--- src/design/fsp_pkg.sv ---
// Shared types and constants of the saturating FIR filter.
package fsp_pkg;

   // Field widths fixed by the item format
   localparam int SAMPLE_W   = 16;
   localparam int COEF_W     = 16;
   localparam int INDEX_W    = 6;
   localparam int TAPCNT_W   = 7;
   localparam int PROD_W     = SAMPLE_W + COEF_W;
   localparam int OUT_LIMIT  = 32767;

   // Configuration port
   localparam int CSR_ADDR_W = 3;
   localparam int CSR_DATA_W = 32;
   localparam logic [0:0] REG_TAP_COUNT = 1'b0;
   localparam logic [TAPCNT_W-1:0] TAPCNT_RESET = 7'd64;

   // Depth of the command queue between front and back
   localparam int QUEUE_DEPTH = 2;

   typedef enum logic {
      OP_FILTER = 1'b0,
      OP_LOAD   = 1'b1
   } op_type;

   // One classified item on its way to the back end
   typedef struct packed {
      op_type                     op;
      logic                       start;
      logic signed [SAMPLE_W-1:0] sample;
      logic [INDEX_W-1:0]         index;
      logic signed [COEF_W-1:0]   coef;
   } cmd_type;

endpackage

--- src/design/fsp_req_if.sv ---
// Input and result channel interfaces of the FIR filter.
interface fsp_req_if;
   logic                               valid;
   logic                               ready;
   logic                               operation;
   logic                               start_of_block;
   logic signed [fsp_pkg::SAMPLE_W-1:0] sample_value;
   logic [fsp_pkg::INDEX_W-1:0]        coefficient_index;
   logic signed [fsp_pkg::COEF_W-1:0]   coefficient_value;

   modport source (output valid, operation, start_of_block, sample_value,
                   coefficient_index, coefficient_value, input ready);
   modport sink   (input valid, operation, start_of_block, sample_value,
                   coefficient_index, coefficient_value, output ready);
endinterface

interface fsp_rsp_if;
   logic                               valid;
   logic                               ready;
   logic signed [fsp_pkg::SAMPLE_W-1:0] filtered_sample;

   modport source (output valid, filtered_sample, input ready);
   modport sink   (input valid, filtered_sample, output ready);
endinterface

--- src/design/fsp_queue.sv ---
// Short command queue between the front end and the filter back end.
module fsp_queue (
   input  logic             clock,
   input  logic             reset,
   input  logic             push_valid,
   output logic             push_ready,
   input  fsp_pkg::cmd_type push_data,
   output logic             pop_valid,
   input  logic             pop_ready,
   output fsp_pkg::cmd_type pop_data
);

   localparam int DEPTH = fsp_pkg::QUEUE_DEPTH;
   localparam int PTR_W = (DEPTH > 1) ? $clog2(DEPTH) : 1;
   localparam int CNT_W = $clog2(DEPTH + 1);

   fsp_pkg::cmd_type   entries_ff [DEPTH];
   logic [PTR_W-1:0]   wr_ptr_ff, wr_ptr_in;
   logic [PTR_W-1:0]   rd_ptr_ff, rd_ptr_in;
   logic [CNT_W-1:0]   cnt_ff, cnt_in;
   logic               push, pop;

   assign push_ready = (cnt_ff != CNT_W'(DEPTH));
   assign pop_valid  = (cnt_ff != '0);
   assign pop_data   = entries_ff[rd_ptr_ff];
   assign push       = push_valid && push_ready;
   assign pop        = pop_valid && pop_ready;

   // Pointer and fill count update
   always_comb begin
      wr_ptr_in = wr_ptr_ff;
      rd_ptr_in = rd_ptr_ff;
      cnt_in    = cnt_ff;
      if (push) begin
         wr_ptr_in = (wr_ptr_ff == PTR_W'(DEPTH - 1)) ? '0 : wr_ptr_ff + 1'b1;
      end
      if (pop) begin
         rd_ptr_in = (rd_ptr_ff == PTR_W'(DEPTH - 1)) ? '0 : rd_ptr_ff + 1'b1;
      end
      if (push && !pop) begin
         cnt_in = cnt_ff + 1'b1;
      end else if (pop && !push) begin
         cnt_in = cnt_ff - 1'b1;
      end
   end

   always_ff @(posedge clock) begin
      if (reset) begin
         wr_ptr_ff <= '0;
         rd_ptr_ff <= '0;
         cnt_ff    <= '0;
      end else begin
         wr_ptr_ff <= wr_ptr_in;
         rd_ptr_ff <= rd_ptr_in;
         cnt_ff    <= cnt_in;
      end
   end

   // Entry storage
   always_ff @(posedge clock) begin
      if (push) begin
         entries_ff[wr_ptr_ff] <= push_data;
      end
   end

endmodule

--- src/design/fsp_front.sv ---
// Front end: takes input items, classifies them and holds the tap count register.
module fsp_front #(
   parameter int MAX_TAPS = 64
) (
   input  logic                              clock,
   input  logic                              reset,
   fsp_req_if.sink                           req_bus,
   input  logic                              psel,
   input  logic                              penable,
   input  logic                              pwrite,
   input  logic [fsp_pkg::CSR_ADDR_W-1:0]    paddr,
   input  logic [fsp_pkg::CSR_DATA_W-1:0]    pwdata,
   output logic [fsp_pkg::CSR_DATA_W-1:0]    prdata,
   output logic                              pready,
   output logic                              push_valid,
   input  logic                              push_ready,
   output fsp_pkg::cmd_type                  push_data,
   output logic [fsp_pkg::TAPCNT_W-1:0]      tap_count
);

   localparam int IDX_W = (MAX_TAPS > 1) ? $clog2(MAX_TAPS) : 1;
   localparam int CI_W  = ((fsp_pkg::INDEX_W > IDX_W) ? fsp_pkg::INDEX_W : IDX_W) + 1;

   logic [fsp_pkg::TAPCNT_W-1:0] tap_count_ff, tap_count_in;
   logic [0:0]                   reg_sel;
   logic                         csr_write;
   logic                         in_range;
   fsp_pkg::op_type              op;

   // Register decode, one word per register
   assign reg_sel   = paddr[2];
   assign csr_write = psel && penable && pwrite;
   assign pready    = 1'b1;
   assign prdata    = (reg_sel == fsp_pkg::REG_TAP_COUNT) ?
                      fsp_pkg::CSR_DATA_W'(tap_count_ff) : '0;
   assign tap_count = tap_count_ff;

   always_comb begin
      tap_count_in = tap_count_ff;
      if (csr_write && (reg_sel == fsp_pkg::REG_TAP_COUNT)) begin
         tap_count_in = pwdata[fsp_pkg::TAPCNT_W-1:0];
      end
   end

   always_ff @(posedge clock) begin
      if (reset) begin
         tap_count_ff <= fsp_pkg::TAPCNT_RESET;
      end else begin
         tap_count_ff <= tap_count_in;
      end
   end

   // Classification: loads beyond the tap store are taken and dropped here
   assign op       = fsp_pkg::op_type'(req_bus.operation);
   assign in_range = (CI_W'(req_bus.coefficient_index) < CI_W'(MAX_TAPS));

   assign req_bus.ready = push_ready;
   assign push_valid    = req_bus.valid && ((op == fsp_pkg::OP_FILTER) || in_range);

   assign push_data.op     = op;
   assign push_data.start  = req_bus.start_of_block;
   assign push_data.sample = req_bus.sample_value;
   assign push_data.index  = req_bus.coefficient_index;
   assign push_data.coef   = req_bus.coefficient_value;

endmodule

--- src/design/fsp_back.sv ---
// Back end: tap store, delay line, shared multiply-accumulate and output rounding.
module fsp_back #(
   parameter int MAX_TAPS       = 64,
   parameter int COEF_FRAC_BITS = 15
) (
   input  logic                          clock,
   input  logic                          reset,
   input  logic                          cmd_valid,
   output logic                          cmd_ready,
   input  fsp_pkg::cmd_type              cmd_data,
   input  logic [fsp_pkg::TAPCNT_W-1:0]  tap_count,
   fsp_rsp_if.source                     rsp_bus
);

   localparam int IDX_W = (MAX_TAPS > 1) ? $clog2(MAX_TAPS) : 1;
   localparam int ACC_W = fsp_pkg::PROD_W + IDX_W + 1;
   localparam int CMP_W = ((IDX_W > fsp_pkg::TAPCNT_W) ? IDX_W : fsp_pkg::TAPCNT_W) + 1;
   localparam logic [IDX_W-1:0] LAST_IDX = IDX_W'(MAX_TAPS - 1);
   localparam logic signed [ACC_W-1:0] RND_BIAS =
      ACC_W'((longint'(1) << COEF_FRAC_BITS) - 1);
   localparam logic signed [ACC_W-1:0] POS_LIM = ACC_W'(fsp_pkg::OUT_LIMIT);
   localparam logic signed [ACC_W-1:0] NEG_LIM = -POS_LIM;

   typedef enum logic [4:0] {
      ST_IDLE  = 5'b00001,
      ST_MAC   = 5'b00010,
      ST_DRAIN = 5'b00100,
      ST_ROUND = 5'b01000,
      ST_OUT   = 5'b10000
   } state_type;

   state_type                            state_ff, state_in;
   logic [IDX_W-1:0]                     cnt_ff, cnt_in;
   logic signed [fsp_pkg::SAMPLE_W-1:0]  hist_ff [MAX_TAPS];
   logic signed [fsp_pkg::SAMPLE_W-1:0]  hist_in [MAX_TAPS];
   logic signed [fsp_pkg::COEF_W-1:0]    tap_mem [MAX_TAPS];
   logic [MAX_TAPS-1:0]                  tap_vld_ff;
   logic signed [fsp_pkg::COEF_W-1:0]    rd_coef_ff;
   logic                                 rd_vld_ff;
   logic signed [fsp_pkg::SAMPLE_W-1:0]  s1_samp_ff;
   logic                                 s1_act_ff, s1_en_ff;
   logic signed [fsp_pkg::PROD_W-1:0]    s2_prod_ff, s2_prod_in;
   logic                                 s2_act_ff;
   logic signed [ACC_W-1:0]              acc_ff, acc_in;
   logic signed [ACC_W-1:0]              quo_ff, biased;
   logic                                 rsp_valid_ff, rsp_valid_in;
   logic signed [fsp_pkg::SAMPLE_W-1:0]  rsp_data_ff, sat_val;
   logic                                 pop, load_wr, sample_pop, out_fire;
   logic [IDX_W-1:0]                     wr_addr;

   assign cmd_ready  = (state_ff == ST_IDLE);
   assign pop        = cmd_valid && cmd_ready;
   assign load_wr    = pop && (cmd_data.op == fsp_pkg::OP_LOAD);
   assign sample_pop = pop && (cmd_data.op == fsp_pkg::OP_FILTER);
   assign wr_addr    = IDX_W'(cmd_data.index);
   assign out_fire   = (state_ff == ST_OUT) && (!rsp_valid_ff || rsp_bus.ready);

   // Sequencer
   always_comb begin
      state_in = state_ff;
      cnt_in   = cnt_ff;
      unique case (state_ff)
         ST_IDLE: begin
            cnt_in = '0;
            if (sample_pop) begin
               state_in = ST_MAC;
            end
         end
         ST_MAC: begin
            cnt_in = cnt_ff + 1'b1;
            if (cnt_ff == LAST_IDX) begin
               cnt_in   = '0;
               state_in = ST_DRAIN;
            end
         end
         ST_DRAIN: begin
            if (!s1_act_ff && !s2_act_ff) begin
               state_in = ST_ROUND;
            end
         end
         ST_ROUND: begin
            state_in = ST_OUT;
         end
         ST_OUT: begin
            if (out_fire) begin
               state_in = ST_IDLE;
            end
         end
         default: begin
            state_in = ST_IDLE;
         end
      endcase
   end

   // Delay line: shift in on a sample, clearing older ones at a block start; rotate one place per MAC step
   always_comb begin
      hist_in = hist_ff;
      if (sample_pop) begin
         for (int j = 1; j < MAX_TAPS; j++) begin
            hist_in[j] = cmd_data.start ? '0 : hist_ff[j-1];
         end
         hist_in[0] = cmd_data.sample;
      end else if (state_ff == ST_MAC) begin
         for (int j = 0; j < MAX_TAPS - 1; j++) begin
            hist_in[j] = hist_ff[j+1];
         end
         hist_in[MAX_TAPS-1] = hist_ff[0];
      end
   end

   // Multiply and accumulate; taps never written read as zero
   always_comb begin
      s2_prod_in = '0;
      if (s1_en_ff && rd_vld_ff) begin
         s2_prod_in = rd_coef_ff * s1_samp_ff;
      end
      acc_in = acc_ff;
      if (sample_pop) begin
         acc_in = '0;
      end else if (s2_act_ff) begin
         acc_in = acc_ff + ACC_W'(s2_prod_ff);
      end
   end

   // Truncate toward zero, then saturate symmetrically
   assign biased = acc_ff + (acc_ff[ACC_W-1] ? RND_BIAS : '0);

   always_comb begin
      if (quo_ff > POS_LIM) begin
         sat_val = fsp_pkg::SAMPLE_W'(fsp_pkg::OUT_LIMIT);
      end else if (quo_ff < NEG_LIM) begin
         sat_val = -fsp_pkg::SAMPLE_W'(fsp_pkg::OUT_LIMIT);
      end else begin
         sat_val = quo_ff[fsp_pkg::SAMPLE_W-1:0];
      end
   end

   always_comb begin
      rsp_valid_in = rsp_valid_ff;
      if (out_fire) begin
         rsp_valid_in = 1'b1;
      end else if (rsp_bus.ready) begin
         rsp_valid_in = 1'b0;
      end
   end

   // Control registers and delay line
   always_ff @(posedge clock) begin
      if (reset) begin
         state_ff     <= ST_IDLE;
         cnt_ff       <= '0;
         s1_act_ff    <= 1'b0;
         s2_act_ff    <= 1'b0;
         rsp_valid_ff <= 1'b0;
         tap_vld_ff   <= '0;
         for (int j = 0; j < MAX_TAPS; j++) begin
            hist_ff[j] <= '0;
         end
      end else begin
         state_ff     <= state_in;
         cnt_ff       <= cnt_in;
         s1_act_ff    <= (state_ff == ST_MAC);
         s2_act_ff    <= s1_act_ff;
         rsp_valid_ff <= rsp_valid_in;
         hist_ff      <= hist_in;
         if (load_wr) begin
            tap_vld_ff[wr_addr] <= 1'b1;
         end
      end
   end

   // Datapath registers
   always_ff @(posedge clock) begin
      rd_vld_ff  <= tap_vld_ff[cnt_ff];
      s1_samp_ff <= hist_ff[0];
      s1_en_ff   <= (CMP_W'(cnt_ff) < CMP_W'(tap_count));
      s2_prod_ff <= s2_prod_in;
      acc_ff     <= acc_in;
      if (state_ff == ST_ROUND) begin
         quo_ff <= biased >>> COEF_FRAC_BITS;
      end
      if (out_fire) begin
         rsp_data_ff <= sat_val;
      end
   end

   // Tap weight store, one write and one registered read port
   always_ff @(posedge clock) begin
      if (load_wr) begin
         tap_mem[wr_addr] <= cmd_data.coef;
      end
      rd_coef_ff <= tap_mem[cnt_ff];
   end

   assign rsp_bus.valid           = rsp_valid_ff;
   assign rsp_bus.filtered_sample = rsp_data_ff;

endmodule

--- src/design/fir_filter_saturating_core.sv ---
// Top level of the saturating direct-form FIR filter.
// Items enter on req_bus: a coefficient load writes one Q1.15 weight and
// gives no result; a sample item gives one filtered sample on rsp_bus, the
// sum over the first tap_count taps shifted down by COEF_FRAC_BITS toward
// zero and clamped to +/-32767. The front end accepts and sorts items into
// a two-entry queue, so up to two items are taken while the back end works.
// The back end runs one multiplier over every tap slot in turn, fed by the
// single read port of the tap store; a sample item holds it over every slot
// whatever tap_count holds, taking no other item meanwhile; a load does not.
// tap_count sits at byte address 0 of the register port and resets to 64.
module fir_filter_saturating_core #(
   parameter int MAX_TAPS       = 64,
   parameter int COEF_FRAC_BITS = 15
) (
   input  logic                              clock,
   input  logic                              reset,
   fsp_req_if.sink                           req_bus,
   fsp_rsp_if.source                         rsp_bus,
   input  logic                              psel,
   input  logic                              penable,
   input  logic                              pwrite,
   input  logic [fsp_pkg::CSR_ADDR_W-1:0]    paddr,
   input  logic [fsp_pkg::CSR_DATA_W-1:0]    pwdata,
   output logic [fsp_pkg::CSR_DATA_W-1:0]    prdata,
   output logic                              pready
);

   logic                          push_valid, push_ready;
   logic                          pop_valid, pop_ready;
   fsp_pkg::cmd_type              push_data, pop_data;
   logic [fsp_pkg::TAPCNT_W-1:0]  tap_count;

   fsp_front #(
      .MAX_TAPS (MAX_TAPS)
   ) u_front (
      .clock      (clock),
      .reset      (reset),
      .req_bus    (req_bus),
      .psel       (psel),
      .penable    (penable),
      .pwrite     (pwrite),
      .paddr      (paddr),
      .pwdata     (pwdata),
      .prdata     (prdata),
      .pready     (pready),
      .push_valid (push_valid),
      .push_ready (push_ready),
      .push_data  (push_data),
      .tap_count  (tap_count)
   );

   fsp_queue u_queue (
      .clock      (clock),
      .reset      (reset),
      .push_valid (push_valid),
      .push_ready (push_ready),
      .push_data  (push_data),
      .pop_valid  (pop_valid),
      .pop_ready  (pop_ready),
      .pop_data   (pop_data)
   );

   fsp_back #(
      .MAX_TAPS       (MAX_TAPS),
      .COEF_FRAC_BITS (COEF_FRAC_BITS)
   ) u_back (
      .clock     (clock),
      .reset     (reset),
      .cmd_valid (pop_valid),
      .cmd_ready (pop_ready),
      .cmd_data  (pop_data),
      .tap_count (tap_count),
      .rsp_bus   (rsp_bus)
   );

endmodule

--- src/flat_wrapper.sv ---
// flat-port wrapper written by rule: the top's interface ports become plain ports
module fir_filter_saturating_core_flat 
#(
   parameter int MAX_TAPS       = 64,
   parameter int COEF_FRAC_BITS = 15
)
  (clock, reset, psel, penable, pwrite, paddr, pwdata, prdata, pready, req_bus_valid, req_bus_operation, req_bus_start_of_block, req_bus_sample_value, req_bus_coefficient_index, req_bus_coefficient_value, req_bus_ready, rsp_bus_valid, rsp_bus_filtered_sample, rsp_bus_ready);
  fsp_req_if req_bus_i ();
  fsp_rsp_if rsp_bus_i ();
  input  logic clock;
  input  logic reset;
  input  logic psel;
  input  logic penable;
  input  logic pwrite;
  input  logic [fsp_pkg::CSR_ADDR_W-1:0] paddr;
  input  logic [fsp_pkg::CSR_DATA_W-1:0] pwdata;
  output logic [fsp_pkg::CSR_DATA_W-1:0] prdata;
  output logic pready;
  input wire logic [$bits(req_bus_i.valid)-1:0] req_bus_valid;
  input wire logic [$bits(req_bus_i.operation)-1:0] req_bus_operation;
  input wire logic [$bits(req_bus_i.start_of_block)-1:0] req_bus_start_of_block;
  input wire logic [$bits(req_bus_i.sample_value)-1:0] req_bus_sample_value;
  input wire logic [$bits(req_bus_i.coefficient_index)-1:0] req_bus_coefficient_index;
  input wire logic [$bits(req_bus_i.coefficient_value)-1:0] req_bus_coefficient_value;
  output wire logic [$bits(req_bus_i.ready)-1:0] req_bus_ready;
  output wire logic [$bits(rsp_bus_i.valid)-1:0] rsp_bus_valid;
  output wire logic [$bits(rsp_bus_i.filtered_sample)-1:0] rsp_bus_filtered_sample;
  input wire logic [$bits(rsp_bus_i.ready)-1:0] rsp_bus_ready;
  assign req_bus_i.valid = req_bus_valid;
  assign req_bus_i.operation = req_bus_operation;
  assign req_bus_i.start_of_block = req_bus_start_of_block;
  assign req_bus_i.sample_value = req_bus_sample_value;
  assign req_bus_i.coefficient_index = req_bus_coefficient_index;
  assign req_bus_i.coefficient_value = req_bus_coefficient_value;
  assign req_bus_ready = req_bus_i.ready;
  assign rsp_bus_valid = rsp_bus_i.valid;
  assign rsp_bus_filtered_sample = rsp_bus_i.filtered_sample;
  assign rsp_bus_i.ready = rsp_bus_ready;
  fir_filter_saturating_core #(.MAX_TAPS(MAX_TAPS), .COEF_FRAC_BITS(COEF_FRAC_BITS)) u_core (.clock(clock), .reset(reset), .req_bus(req_bus_i), .rsp_bus(rsp_bus_i), .psel(psel), .penable(penable), .pwrite(pwrite), .paddr(paddr), .pwdata(pwdata), .prdata(prdata), .pready(pready));
endmodule
--- config.mk ---
export PLATFORM = sky130hd
export DESIGN_NAME = fir_filter_saturating_core_flat
export DESIGN_NICKNAME = d
export VERILOG_FILES = /design/src/design/fsp_pkg.sv /design/src/design/fsp_req_if.sv /design/src/design/fsp_queue.sv /design/src/design/fsp_front.sv /design/src/design/fsp_back.sv /design/src/design/fir_filter_saturating_core.sv /design/src/flat_wrapper.sv
export SDC_FILE = /design/constraint.sdc
export NUM_CORES = 2
export LEC_CHECK = 0
export BUFFER_PORTS_ARGS = -buffer_cell sky130_fd_sc_hd__buf_2
export CORE_ASPECT_RATIO = 1.4
export CORE_MARGIN = 5
export CORE_UTILIZATION = 50
export DETAILED_ROUTE_END_ITERATION = 7
export GPL_ROUTABILITY_DRIVEN = 0
export PLACE_DENSITY = 0.65
export SLEW_MARGIN = 20
export SYNTH_ARGS = -nofsm -noshare
export SYNTH_HDL_FRONTEND = slang
export SYNTH_HIERARCHICAL = 1
export SYNTH_SLANG_ARGS = --single-unit
export TNS_END_PERCENT = 30
--- constraint.sdc ---
create_clock -name clock -period 6.7 [get_ports clock]
set_clock_uncertainty 0.2 [all_clocks]
set_input_delay 1.005 -clock clock [delete_from_list [all_inputs] [get_ports clock]]
set_output_delay 1.005 -clock clock [all_outputs]
set_load 0.05 [all_outputs]
---- Word level (Yosys, flattened, before mapping) ----
Memory sizes are Yosys's and may differ from the RTL's. A register that Yosys moved wholly into a read port is not among the register bits.
Cells that the tools add are included.
cells by class
  multipliers ............................. 1
  $add $sub $neg .......................... 7
  reductions and logical operators ........ 26
  multiplexer cells ....................... 91
  equality and inequality tests ........... 11
  $lt $le $gt $ge ......................... 6
  divide/modulo/power cells ............... 0
  bitwise operators ....................... 3
  shifts and indexed selects .............. 0
operators by type and width
  kind                                                                               number
  1024-bit 2-to-1 mux                                                                2
  16-bit 2-to-1 mux                                                                  64
  64-bit bitwise OR                                                                  1
  39-bit by 15-bit adder with 39-bit output                                          1
  39-bit by 32-bit adder with 39-bit output                                          1
  16-bit by 16-bit multiplier with 32-bit output                                     1
  5-bit case mux with 5 select lines                                                 1
  24-bit by 16-bit greater-than comparator with 1-bit output, second input constant  1
  24-bit by 16-bit < comparator with 1-bit output, second input constant             1
  5-bit 2-to-1 mux                                                                   4
  15-bit 2-to-1 mux                                                                  1
  6-bit by 7-bit < comparator with 1-bit output, second input constant               2
  1-bit logical AND                                                                  13
  1-bit 2-to-1 mux                                                                   12
  6-bit case mux with 2 select lines                                                 1
  2-bit inequality test, second input constant                                       5
  2-bit nonzero test                                                                 5
  6-bit by 7-bit < comparator with 1-bit output                                      1
  7-bit 2-to-1 mux                                                                   1
  6-bit by 1-bit adder with 6-bit output, second input constant                      1
  1-bit binary-select mux with 6-bit select                                          1
  1-bit demux with 6-bit select                                                      1
  6-bit equality test, second input constant                                         1
  6-bit by 1-bit >= comparator with 1-bit output, second input constant              1
  other kinds (15)                                                                   22
storage, ports and cells
  ROM bits ................................ 0
  memories ................................ 2
  bits in writable memories ............... 1104
  input port bits ......................... 82
  bits in latches ......................... 0
  output and inout port bits .............. 51
  word-level logic and storage cells ...... 229
  bits in registers ....................... 1242
memory list
  name                       words  bits a word  read ports  clocked after memory_dff  write ports  line             text
  u_core.u_back.tap_mem      64     16           1           1                         1            fsp_back.sv:36   logic signed [fsp_pkg::COEF_W-1:0] tap_mem [MAX_TAPS];
  u_core.u_queue.entries_ff  2      40           1           1                         1            fsp_queue.sv:17  fsp_pkg::cmd_type entries_ff [DEPTH];

---- Longest topological paths before layout ----
  depth after elaboration ................. 6
  mapped depth ............................ 25
  depth with buffers taken out ............ 24

---- Hierarchy ----
The synthesis kept the hierarchy.
by module, submodules not included
  module     times used  area an instance (um^2)  cells each  sequential area each (um^2)
  fsp_back   1           106178.1                 9375        56113.8
  fsp_queue  1           3095.5                   148         2502.4
  fsp_front  1           897.1                    108         140.1

---- Least setup slack after synthesis ----
No wires, ideal clock.
  path kind ............................... register -> register
  from .................................... register u_core/u_back/rd_coef_ff[15] in the netlist's numbering (read register of u_core.u_back.tap_mem)
  to ...................................... register u_core/u_back/s2_prod_ff[31] in the netlist's numbering
  required time ........................... 6372 ps
  buffers on the path ..................... 1
  clock period less this slack ............ 6139 ps
  cell stages (with the launch flop) ...... 22
  arrival time ............................ 5811 ps
  library setup time ...................... 128 ps
  setup slack ............................. 561 ps
  cells stage by stage .................... dfxtp_1 clkbuf_1 nand2_1 inv_1 fa_1 fa_1 fa_1 fa_1 fa_1 inv_1 fa_1 inv_1 ha_1 a21o_1 a21o_1 a21oi_1 a21boi_0 a31o_2 o211a_1 a22oi_1 xnor2_1 nor2_1
on the way
  word-level cells in the longest chain between the ends .. 1
ends and longest elaborated chain
  item                                            line             text
  start: declaration                              fsp_back.sv:38   logic signed [fsp_pkg::COEF_W-1:0] rd_coef_ff;
  16-bit by 16-bit multiplier with 32-bit output  fsp_back.sv:115  s2_prod_in = rd_coef_ff * s1_samp_ff;
  end signal: assignment                          fsp_back.sv:177  s2_prod_ff <= s2_prod_in;
  end: declaration                                fsp_back.sv:42   logic signed [fsp_pkg::PROD_W-1:0] s2_prod_ff, s2_prod_in;
Every way passes these cells.
A chain may end at the register's enable or synchronous reset.

---- Worst setup path in the final report ----
  from .................................... register u_core/u_back/rd_coef_ff[7] in the netlist's numbering (read register of u_core.u_back.tap_mem)
  to ...................................... register u_core/u_back/s2_prod_ff[23] in the netlist's numbering
Same word-level chain as after synthesis.

==> reports/qor.txt <==
Mapped Avg Cell Area - 11.44 um^2
Max Clk Rate - 157.1 MHz
CTS tree - built
worst reg-to-reg path cell count - 23
Initial Utilization - 50.07%
first-pass GRT wire length - 395900 um
most common library cells after synthesis - nor2_1, dfxtp_1, edfxtp_1
initial antenna violation count - 6
Setup CP Type - reg2reg
core area - 220000 um^2
number of clock sinks - 2363
die height - 565.4 um
DRT Pass-1 Iters - 6
Worst VDD drop - 325.7 uV
Final Cycle Share - 95.00%
critical-path cell list - nand2_1, fa_1, inv_1, fa_1, inv_1, fa_1, inv_1, fa_1, fa_1, inv_1, fa_1, inv_1, ha_1, a21o_1, a21o_1, a21oi_1, nand3b_1, o21ai_1, o21ai_0, a21o_1, a21oi_1, xor2_1, nor2_1
clock latency on the worst-skew pair - 0.90 ns
Setup Buffers After CTS - 0
WP data required - 7.22 ns
layout cells sized above 1 - 11.46%
number of global-route vias before repair - 71670
Num CTS Buffers - 224
HPWL Detailed - 145700 um
GR Util met1 - 27.54%
Final #Nets - 9697
DR iter-0 viols - 6081
worst endpoint data arrival time - 6.89 ns
hold wc startpoint - req_bus_coefficient_value[3]
Slowest-stage cell, CP - dfxtp_1
Area contributors post-synth - edfxtp_1, dfxtp_1, mux4_2, a211oi_1, nor3b_1
Startpoint Class - register
Reg area - 58770 um^2
Remaining DRCs - 0
most numerous cell in the Yosys netlist - nor2_1
Yosys warnings - 6
RSZ-0062 raised after global routing - no
Post-Synthesis Cells - 9631
Most Crowded Layer GR - met2
maximum number of pins on one net before global-route repair - 281
async set or reset register ratio after synthesis - 0%
Setup crit start - u_core/u_back/rd_coef_ff[7]
leading area contributor after synthesis - edfxtp_1
grt ovf - 0
max cap viols - 0
IO Pins - 133
Post-Syn Area - 110200 um^2
critical path peak fanout - 9
DR vias/cell - 5.887
final core utilization - 54.33%
H-tree levels - 4
clk root buf - clkbuf_16
ys flop type - dfxtp_1
CTS Buffer Depth - 4
worst slew pin tran - 1.140 ns
minimum clock period - 6.365 ns
Yosys top cell area share - 31.18%
CTS clock-pin slew for the worst setup and hold paths - 0.07 ns
Yosys cell types - 84
row count - 204
met2 usage - 37.05%
worst r2r src - u_core/u_back/rd_coef_ff[7]
Hold Path Stages - 1
Global Route met3 Usage - 2.951%
via count - 72300
Critical Path Max Stage Delay - 0.55 ns
final slew viol count - 0
internal reg-to-reg setup slack - 0.34 ns
total chip power - 51.14 mW
hold_ws - 0.1120 ns
Yosys reg bits - 2363
post-route ant nets - 0
Crit. End Element - register
GRT Total Usage - 21.13%
slew margin rel. - 24.00%
P_leak - 38.36 nW
CP most frequent cell - fa_1
WL/cell - 20.12 um
synthesis-to-layout area growth - 8.511%
Buffers on Ports - 79
status - completed
Die W - 406.7 um
Final Setup Violations - 0
Post-synth EDFFs - 1144
die footprint - 230000 um^2
WL final - 247100 um
Filler cells - 18290
area of the multi-input gates - 46710 um^2
pwr dens - 427.8 nW/um^2
Placed Cells - 11870
setup_tns - 0 ns
Finished Layout Cells - 12280
sequential area share after synthesis - 53.33%
Tightest Hold Check Type - in2reg
endpoints failing hold - 0
critical path: cells and delay by family (launching register included):
kind	cells	cell delay (ns)
flops	1	0.55
compound gates	7	1.43
xor+xnor	1	0.16
buf+inv	5	0.26
fa+ha+maj	7	3.33
simple gates	3	0.33
metal layers:
metal / vias up / wire (um)
met3: 362 / 12680
met4: 0 / 6891
met2: 1578 / 124200
met1: 36070 / 103300
met5: - / 0
li1: 34300 / -
logic make-up after synthesis:
logic type / Yosys count / synth area share (%)
adders and majority gates: 404 / 6.380
AOI/OAI and AO/OA: 1311 / 8.722
xor gates and xnor gates: 84 / 0.6678
muxes: 425 / 7.962
DFF: 2363 / 53.33
other: 2 / 0.006817
and+or+nand+nor: 3829 / 18.32
buffers and inverters: 1213 / 4.612
through the flow:
stage / worst slack [ns] / cell area (um^2)
6_report: 0.3352 / 119500
5_1_grt: 0.009432 / 119500
4_1_cts: 0.2844 / 119400
3_5_place_dp: 0.2783 / 112200
3_3_place_gp: 0.3307 / 112100
2_1_floorplan: 0.5613 / 110300
power breakdown:
group          leakage (nW)  internal [mW]  total [mW]  switching, mW
combinational          14.5           6.93        17.4           10.4
sequential             20.3           18.8        21.2           2.38
clock                  3.59           7.18        12.6           5.43
total                  38.4           32.9        51.1           18.2
cell usage in the layout (no fill, tap or decap), types with 26 or more instances in the layout:
cell,Yosys,final
inv_1,310,309
mux4_2,357,357
clkbuf_1,605,50
nand2b_1,32,32
clkinv_2,0,47
conb_1,2,26
clkbuf_16,0,226
nand2_1,210,210
nor2_2,0,43
xnor2_1,57,57
buf_2,161,78
buf_4,81,116
fa_1,263,263
ha_1,141,141
clkbuf_8,0,36
a211oi_1,1004,1004
nor3_1,1029,1029
mux2i_1,27,27
a21oi_1,96,96
edfxtp_1,1144,1144
and2_1,126,126
xor2_1,27,27
nor3b_1,999,999
buf_12,0,34
a21o_1,48,48
nor2_1,1304,1252
o21ai_0,34,34
dfxtp_1,1219,1212
cell type report:
cell class,count,area share [%]
diodes,6,0.01256
clock buffers,312,5.302
clock inverters,94,0.7755
inverters,311,0.9765
multi-input cells,6079,39.07
flip-flops and latches,2363,49.16
well taps,2884,3.018
repair buffers,232,1.679
final timing paths:
path,to
max,u_core/u_back/s2_prod_ff[23]
min,u_core/u_queue/entries_ff[1][3]
max reg2reg,u_core/u_back/s2_prod_ff[23]
min reg2reg,u_core/u_back/state_ff[3]
state kept, by name, indices dropped and copies added (netlist names), 5 cells and up, named ones only:
signal                                 cells
u_core/u_back/cnt_ff                       6
u_core/u_back/rsp_bus.filtered_sample     16
u_core/u_front/tap_count                   7
u_core/u_back/s2_prod_ff                  32
u_core/u_back/tap_mem                   1024
u_core/u_queue/entries_ff                 80
u_core/u_back/quo_ff                      24
u_core/u_back/rd_coef_ff                  16
u_core/u_back/hist_ff                   1024
u_core/u_back/s1_samp_ff                  16
u_core/u_back/acc_ff                      39
u_core/u_back/state_ff                     5
u_core/u_back/tap_vld_ff                  64
repair_timing:
item                                    4_1_cts  5_1_grt
gates resized for setup                       0        1
endpoints found under the hold margin         0        0
endpoints found under the setup margin        0        5
hold buffers                                  0        0
Power figures use the tool's default switching activity.
